===== src/rtl/tachbb_pkg.sv =====
// Shared types and constants for the tachometer bang-bang PWM speed controller.
// Depends on nothing; imported by tachbb_core, the top level, the scoreboard and the testbench.
package tachbb_pkg;

  localparam int unsigned StampWidth = 32;
  localparam int unsigned CountWidth = 16;
  localparam int unsigned DutyWidth  = 7;
  localparam int unsigned CfgIdxWidth  = 3;
  localparam int unsigned CfgDataWidth = 32;

  typedef enum logic [1:0] {
    MODE_EDGE       = 2'd0,
    MODE_PERIOD_END = 2'd1,
    MODE_TICK       = 2'd2,
    MODE_UNUSED     = 2'd3
  } mode_t;

  typedef enum logic [CfgIdxWidth-1:0] {
    REG_PERIOD_THRESHOLD = 3'd0,
    REG_WINDOW_LENGTH    = 3'd1,
    REG_DUTY_STOPPED     = 3'd2,
    REG_DUTY_SLOW        = 3'd3,
    REG_DUTY_FAST        = 3'd4,
    REG_STOP_HOLD        = 3'd5,
    REG_START_HOLD       = 3'd6,
    REG_NONE             = 3'd7
  } reg_idx_t;

  localparam logic [StampWidth-1:0] ResetThreshold = 32'd83333;
  localparam logic [CountWidth-1:0] ResetWindow    = 16'd25000;
  localparam logic [DutyWidth-1:0]  ResetDutyStop  = 7'd1;
  localparam logic [DutyWidth-1:0]  ResetDutySlow  = 7'd80;
  localparam logic [DutyWidth-1:0]  ResetDutyFast  = 7'd10;
  localparam logic [CountWidth-1:0] ResetStopHold  = 16'd10000;
  localparam logic [CountWidth-1:0] ResetStartHold = 16'd5000;

  typedef struct packed {
    logic [StampWidth-1:0] period_threshold;
    logic [CountWidth-1:0] window_length;
    logic [DutyWidth-1:0]  duty_stopped;
    logic [DutyWidth-1:0]  duty_slow;
    logic [DutyWidth-1:0]  duty_fast;
    logic [CountWidth-1:0] stop_hold_ticks;
    logic [CountWidth-1:0] start_hold_ticks;
  } cfg_t;

  typedef struct packed {
    logic [1:0]            mode;
    logic [StampWidth-1:0] capture_stamp;
    logic                  pin_level;
  } item_t;

  typedef struct packed {
    logic [DutyWidth-1:0]  duty;
    logic                  pwm_running;
    logic [StampWidth-1:0] measured_period;
    logic                  stall_flag;
  } result_t;

endpackage


===== src/rtl/tach_bang_bang_pwm_speed_control.sv =====
// An accepted item passes through the input register and then the result register.
// One item per cycle while the result side is not stalled; the update is a single pass of compare and add logic.
// A stalled result holds the result register; the input register then takes one more item.
// Reset is synchronous and active high; it clears the handshake and loads all state and
// configuration registers with their documented reset values.
// Top level: configuration registers, input and result registers around tachbb_core.
module tach_bang_bang_pwm_speed_control
  import tachbb_pkg::*;
(
  input  logic                    clk,
  input  logic                    rst,
  input  logic                    item_valid,
  output logic                    item_stall,
  input  logic [1:0]              mode,
  input  logic [StampWidth-1:0]   capture_stamp,
  input  logic                    pin_level,
  output logic                    result_valid,
  input  logic                    result_stall,
  output logic [DutyWidth-1:0]    duty,
  output logic                    pwm_running,
  output logic [StampWidth-1:0]   measured_period,
  output logic                    stall_flag,
  input  logic                    cfg_write,
  input  logic [CfgIdxWidth-1:0]  cfg_index,
  input  logic [CfgDataWidth-1:0] cfg_data
);

  cfg_t    cfg;
  item_t   held;
  logic    held_valid;
  logic    advance;
  result_t result_next;
  result_t result;

  assign advance    = held_valid && (!result_valid || !result_stall);
  assign item_stall = held_valid && !advance;

  always_ff @(posedge clk) begin
    if (rst) begin
      cfg.period_threshold <= ResetThreshold;
      cfg.window_length    <= ResetWindow;
      cfg.duty_stopped     <= ResetDutyStop;
      cfg.duty_slow        <= ResetDutySlow;
      cfg.duty_fast        <= ResetDutyFast;
      cfg.stop_hold_ticks  <= ResetStopHold;
      cfg.start_hold_ticks <= ResetStartHold;
    end else if (cfg_write) begin
      case (reg_idx_t'(cfg_index))
        REG_PERIOD_THRESHOLD: cfg.period_threshold <= cfg_data;
        REG_WINDOW_LENGTH:    cfg.window_length    <= cfg_data[CountWidth-1:0];
        REG_DUTY_STOPPED:     cfg.duty_stopped     <= cfg_data[DutyWidth-1:0];
        REG_DUTY_SLOW:        cfg.duty_slow        <= cfg_data[DutyWidth-1:0];
        REG_DUTY_FAST:        cfg.duty_fast        <= cfg_data[DutyWidth-1:0];
        REG_STOP_HOLD:        cfg.stop_hold_ticks  <= cfg_data[CountWidth-1:0];
        REG_START_HOLD:       cfg.start_hold_ticks <= cfg_data[CountWidth-1:0];
        default: begin
        end
      endcase
    end
  end

  always_ff @(posedge clk) begin
    if (rst) begin
      held_valid <= 1'b0;
    end else if (item_valid && !item_stall) begin
      held_valid <= 1'b1;
    end else if (advance) begin
      held_valid <= 1'b0;
    end
  end

  always_ff @(posedge clk) begin
    if (item_valid && !item_stall) begin
      held.mode          <= mode;
      held.capture_stamp <= capture_stamp;
      held.pin_level     <= pin_level;
    end
  end

  tachbb_core u_core (
    .clk         (clk),
    .rst         (rst),
    .update      (advance),
    .item        (held),
    .cfg         (cfg),
    .result_next (result_next)
  );

  always_ff @(posedge clk) begin
    if (rst) begin
      result_valid <= 1'b0;
    end else if (advance) begin
      result_valid <= 1'b1;
    end else if (!result_stall) begin
      result_valid <= 1'b0;
    end
  end

  always_ff @(posedge clk) begin
    if (advance) begin
      result <= result_next;
    end
  end

  assign duty            = result.duty;
  assign pwm_running     = result.pwm_running;
  assign measured_period = result.measured_period;
  assign stall_flag      = result.stall_flag;

  // Every processed item leaves a result waiting for transfer.
  a_advance_fills : assert property (@(posedge clk) disable iff (rst)
    advance |=> result_valid)
    else $error("processed item left no result");

  // With the result register empty the input side never holds back.
  a_empty_no_stall : assert property (@(posedge clk) disable iff (rst)
    !result_valid |-> !item_stall)
    else $error("input stalled while result register empty");

  // The result payload changes only when an item is processed.
  a_result_holds : assert property (@(posedge clk) disable iff (rst)
    (!$past(rst) && !$past(advance)) |-> $stable(result))
    else $error("result changed without a processed item");

endmodule


===== src/rtl/tachbb_core.sv =====
// Controller state and its combinational update for one event.
// Depends on tachbb_pkg; instantiated by tach_bang_bang_pwm_speed_control.
module tachbb_core
  import tachbb_pkg::*;
(
  input  logic    clk,
  input  logic    rst,
  input  logic    update,
  input  item_t   item,
  input  cfg_t    cfg,
  output result_t result_next
);

  logic                  first_edge_taken, first_edge_taken_next;
  logic [StampWidth-1:0] first_stamp, first_stamp_next;
  logic [StampWidth-1:0] period_ticks, period_ticks_next;
  logic                  stall_mark, stall_mark_next;
  logic [CountWidth-1:0] window_count, window_count_next;
  logic [DutyWidth-1:0]  duty_reg, duty_reg_next;
  logic                  running, running_next;
  logic                  hold_waiting, hold_waiting_next;
  logic [CountWidth-1:0] hold_count, hold_count_next;

  logic [CountWidth-1:0] window_inc;
  logic [CountWidth-1:0] hold_inc;
  logic [CountWidth-1:0] hold_limit;
  logic                  acting;

  assign window_inc = window_count + 16'd1;
  assign hold_inc   = hold_count + 16'd1;
  assign hold_limit = running ? cfg.stop_hold_ticks : cfg.start_hold_ticks;
  assign acting     = running ? item.pin_level : ~item.pin_level;

  always_comb begin
    first_edge_taken_next = first_edge_taken;
    first_stamp_next      = first_stamp;
    period_ticks_next     = period_ticks;
    stall_mark_next       = stall_mark;
    window_count_next     = window_count;
    duty_reg_next         = duty_reg;
    running_next          = running;
    hold_waiting_next     = hold_waiting;
    hold_count_next       = hold_count;
    case (mode_t'(item.mode))
      MODE_EDGE: begin
        if (!first_edge_taken) begin
          first_stamp_next      = item.capture_stamp;
          first_edge_taken_next = 1'b1;
        end else begin
          if (item.capture_stamp > first_stamp) begin
            period_ticks_next = item.capture_stamp - first_stamp;
          end else if (first_stamp > item.capture_stamp) begin
            // The wrap rule measures from the all-ones value, one tick short.
            period_ticks_next = item.capture_stamp - first_stamp - 32'd1;
          end
          first_edge_taken_next = 1'b0;
          stall_mark_next       = 1'b0;
        end
      end
      MODE_PERIOD_END: begin
        if (running) begin
          window_count_next = window_inc;
          if (window_inc == cfg.window_length) begin
            if (stall_mark) begin
              duty_reg_next = cfg.duty_stopped;
            end else if (period_ticks > cfg.period_threshold) begin
              duty_reg_next = cfg.duty_slow;
            end else begin
              duty_reg_next = cfg.duty_fast;
            end
            window_count_next = '0;
            stall_mark_next   = 1'b1;
          end
        end
      end
      MODE_TICK: begin
        if (!acting) begin
          hold_waiting_next = 1'b0;
          hold_count_next   = '0;
        end else if (!hold_waiting) begin
          hold_waiting_next = 1'b1;
          hold_count_next   = '0;
        end else begin
          hold_count_next = hold_inc;
          if (hold_inc == hold_limit) begin
            if (running) begin
              running_next = 1'b0;
            end else begin
              duty_reg_next = cfg.duty_fast;
              running_next  = 1'b1;
            end
            hold_waiting_next = 1'b0;
            hold_count_next   = '0;
          end
        end
      end
      default: begin
      end
    endcase
  end

  always_comb begin
    result_next.duty            = duty_reg_next;
    result_next.pwm_running     = running_next;
    result_next.measured_period = period_ticks_next;
    result_next.stall_flag      = stall_mark_next;
  end

  always_ff @(posedge clk) begin
    if (rst) begin
      first_edge_taken <= 1'b0;
      first_stamp      <= '0;
      period_ticks     <= '0;
      stall_mark       <= 1'b1;
      window_count     <= '0;
      duty_reg         <= ResetDutyFast;
      running          <= 1'b1;
      hold_waiting     <= 1'b0;
      hold_count       <= '0;
    end else if (update) begin
      first_edge_taken <= first_edge_taken_next;
      first_stamp      <= first_stamp_next;
      period_ticks     <= period_ticks_next;
      stall_mark       <= stall_mark_next;
      window_count     <= window_count_next;
      duty_reg         <= duty_reg_next;
      running          <= running_next;
      hold_waiting     <= hold_waiting_next;
      hold_count       <= hold_count_next;
    end
  end

endmodule


===== config.mk =====
export PLATFORM = sky130hd
export DESIGN_NAME = tach_bang_bang_pwm_speed_control
export DESIGN_NICKNAME = d
export VERILOG_FILES = /design/src/rtl/tachbb_pkg.sv /design/src/rtl/tach_bang_bang_pwm_speed_control.sv /design/src/rtl/tachbb_core.sv
export SDC_FILE = /design/constraint.sdc
export NUM_CORES = 1
export LEC_CHECK = 0
export BUFFER_PORTS_ARGS = -buffer_cell sky130_fd_sc_hd__buf_4
export CAP_MARGIN = 10
export CORE_MARGIN = 2
export CORE_UTILIZATION = 41
export DETAILED_ROUTE_END_ITERATION = 6
export GPL_ROUTABILITY_DRIVEN = 0
export GPL_TIMING_DRIVEN = 0
export PLACE_DENSITY = 0.7
export SKIP_LAST_GASP = 1
export SLEW_MARGIN = 0
export SYNTH_ARGS = -nofsm -noshare
export SYNTH_HDL_FRONTEND = slang
export SYNTH_SLANG_ARGS = --single-unit

===== constraint.sdc =====
create_clock -name clk -period 4.1 [get_ports clk]
set_input_delay 0.82 -clock clk [delete_from_list [all_inputs] [get_ports clk]]
set_output_delay 0.82 -clock clk [all_outputs]
set_load 0.005 [all_outputs]

==> flow_summary.yaml <==
yosys:
  postSynth.topFlopCell: "sky130_fd_sc_hd__dfxtp_1"
  syn_avg_cell_area_um2: 8.317
  synthesis.area_um2: 16510
  synth_top_area_share_pct: 25.47
  synth-seq-area-share_pct: 39.29
  async_reset_ff_share_pct: 0
  post_synth_edffs: 76
  synthDistinctLibCells: 102
  count_of_yosys_warnings_during_synthesis: 0
  synth_fp_nets: 2131
  netlist_instances: 1985
  ys_seq_elements: 286
  post_synth_most_frequent_cells: "sky130_fd_sc_hd__nand2_1 (323), sky130_fd_sc_hd__dfxtp_1 (210), sky130_fd_sc_hd__a21oi_1 (189)"
  yosys.area.top_type: "sky130_fd_sc_hd__dfxtp_1"
  synthMostInstantiatedCell: "sky130_fd_sc_hd__nand2_1"
  synth.area.top_cells: "sky130_fd_sc_hd__dfxtp_1 (25%), sky130_fd_sc_hd__edfxtp_1 (14%), sky130_fd_sc_hd__nand2_1 (7.3%)"
sta:
  max-slew-margin-rel_pct: 28.09
  transition_at_the_pin_with_the_smallest_max_transition_slack_ns: 1.079
  grt_setup_unrepaired: "true"
  min_period_over_period_pct: 100.3
  hold_viol_final: 0
  setup_ws_ns: -0.01146
  clock-skew-final_ns: 0.03398
  fmax_ghz: 0.2432
  fin_crit_ns: 4.111
  slew_violations: 0
  timing.final.setup_violations: 1
  final.setup.tns_ns: -0.01146
detailed_routing:
  route.antenna.remaining_nets: 0
  via_count: 15310
  initialDrtViolationCount: 1485
  routed_wire_length_per_instance_um: 18.17
  postRouteWirelength_mm: 49.27
  drc_viols: 0
  via_cell_ratio: 5.644
  drt_pass1_iterations: 6
power_and_ir_drop:
  p_int_mw: 5.314
  vdd_ir_drop_max_mv: 0.3388
  power.combinational.fraction_pct: 13.8
  power_frac_seq_pct: 41.7
  swShare_pct: 26.67
  p_sw_mw: 1.933
  pwr_density_cell_nw_per_um2: 367.7
  finalPower_mw: 7.246
  total_leakage_power_nw: 7.556
  part_of_the_power_in_the_clock_network_pct: 44.5
worst_setup_path:
  crit_path_top_delay_cell: "sky130_fd_sc_hd__a221o_2"
  cp-end-kind: "flop"
  critical_path_arrival_ns: 4.41
  worstPathMaxFanout: 5
  critical_path_class: "reg2reg"
  cp_cell_sequence: "inv_1 > ha_2 > inv_2 > fa_2 > a21o_1 > a221o_2 > a221oi_4 > buf_6 > a211o_4 > a311oi_4 > nor4b_4 > buf_4 > nand4_4 > buf_6 > o311ai_4 > a31oi_1 > a21o_1"
  timing.critical_path.from_type: "flop"
  max_stage_delay_on_crit_path_ns: 0.44
  worst_ep_required_time_ns: 4.40
clocking:
  postCtsHoldBufs: 0
  cts_buffer_depth: 3
  clk_transition_reported_paths_ns: 0.06
  cts-root-buf: "sky130_fd_sc_hd__clkbuf_16"
  clock_tree.htree_level_count: 2
  clock-sinks: 286
  cts_inserted_buffers: 34
  worstSkewPairLatency_ns: 0.56
  cts_tree: "done"
die:
  core_um2: 39730
  die_y_um: 204.7
  ioPinCount: 118
  fp.dieArea_um2: 41890
  effective_utilization_at_floorplan_pct: 41.55
  floorplan.rows: 73
  die_width_um: 204.7
placed_design:
  dp.final_hpwl_mm: 36.66
  io_buffers: 117
global_routing:
  grt_pass1_wl_mm: 76.69
  grt_usage_pct: 23.03
  via_count_of_the_first_global_routing_pass: 14410
  grt_start_max_net_pins: 33
  gr-total-overflow: 0
  antenna_violations_before_repair: 0
job:
  max_cap_viols: 0
layout:
  post_route_cells_drive_above_1_share_pct: 14.31
  fin_util_pct: 49.60
  layout.nets: 2307
  largest-register: "cfg"
  largest_registers: "cfg x101, held x35"
  largest_register_ff_count: 101
  flow.area_growth_from_synthesis_pct: 19.37
  insertedDiodeCount: 0
status:
  status: "finished with violations"
  failed_checks: "setup timing"
min_path:
  timing.hold.worst.class: "in2reg"
[final timing paths]
kind,depth (start not counted),slack (ns),startpoint,endpoint
hold reg to reg,2,0.45,u_core.first_stamp[1],u_core.first_stamp[1]
setup reg to reg,17,-0.01,held[1],measured_period[28]
setup / recovery,17,-0.01,held[1],measured_period[28]
hold / removal,1,0.44,capture_stamp[25],held[26]
[through the flow]
| step | instances | hold WS [ns] | setup WS, ns | area [um^2] |
|---|---|---|---|---|
| after global routing | 2712 | 0.4100 | -0.1368 | 19710 |
| final | 2712 | 0.4427 | -0.01146 | 19710 |
| after global placement | 2627 | 0.4410 | -0.1724 | 18040 |
| after floorplan | 1985 | 0.4355 | 0.4888 | 16510 |
| after CTS | 2693 | 0.4146 | 0.01481 | 19310 |
| after detailed placement | 2630 | 0.4456 | -0.1464 | 18100 |
[cell usage in the layout, fill, tap and decap left out, drive strengths merged, types with 15 or more instances in the layout]
cell / netlist / routed
nand2: 324 / 324
nand4: 31 / 31
nand3: 68 / 68
mux2i: 47 / 47
buf: 25 / 166
nand2b: 19 / 19
a211oi: 26 / 26
edfxtp: 76 / 76
dfxtp: 210 / 210
a21oi: 189 / 189
or3: 20 / 20
and3: 22 / 22
o21ai: 89 / 89
xnor2: 45 / 45
o21a: 21 / 21
a21o: 33 / 33
inv: 90 / 91
ha: 70 / 70
and2: 19 / 19
nor2b: 15 / 15
nor2: 182 / 182
xor2: 26 / 26
nor3: 37 / 37
clkbuf: 84 / 131
[cell type report]
cell class	count	area (um^2)
multi-input combinational	1498	9437
tap	525	656.9
sequential	286	6486
buffer	109	494.2
inverter	91	341.6
clock buffer	48	994.7
fill	3741	20030
timing repair buffer	141	1100
clock inverter	14	196.4
[power by group through the flow]
stage | Clock (mW) | Combinational (mW) | Sequential, mW
3_5_place_dp | 0 | 0.912 | 3.08
2_1_floorplan | 0 | 0.606 | 3.07
4_1_cts | 3.27 | 0.918 | 3.02
5_1_grt | 3.39 | 1.08 | 3.03
3_3_place_gp | 0 | 0.886 | 3.09
6_report | 3.22 | 0.997 | 3.03
[cells by family (layout without fill, tap and decap cells)]
family	count (synthesis)	in the layout	share of synthesized area [%]
xor gates and xnor gates	72	72	4.062
muxes	59	59	3.668
DFF	286	286	39.29
buffers and inverters	201	403	5.048
adders and majority gates	71	71	5.427
AOI/OAI and AO/OA	505	505	19.99
and+or+nand+nor	791	791	22.52
[critical path: cells and delay by family, from the launching register on]
family                   cells  cell delay (ns)
AO/OA/AOI/OAI                8             1.79
flip-flops                   1             0.41
AND/OR/NAND/NOR              2             0.49
buffers and inverters        5             0.63
adder cells (fa/ha/maj)      2             0.54
[timing repair]
action | in CTS | in global routing
endpoints found under the setup margin | 22 | 72
resized for setup | 2 | 55
endpoints found under the hold margin | 0 | 0
setup buffers | 1 | 20
pin swaps | 1 | 20
[layer usage]
layer / GRT usage, % / vias up / wire (um)
li1: - / 7413 / -
met1: 29.64 / 7227 / 21520
met2: 37.42 / 529 / 22430
met3: 3.738 / 137 / 2887
met4: 11.39 / 0 / 2425
met5: 0 / - / 0
No activity file was read; power rests on OpenSTA's default activity.
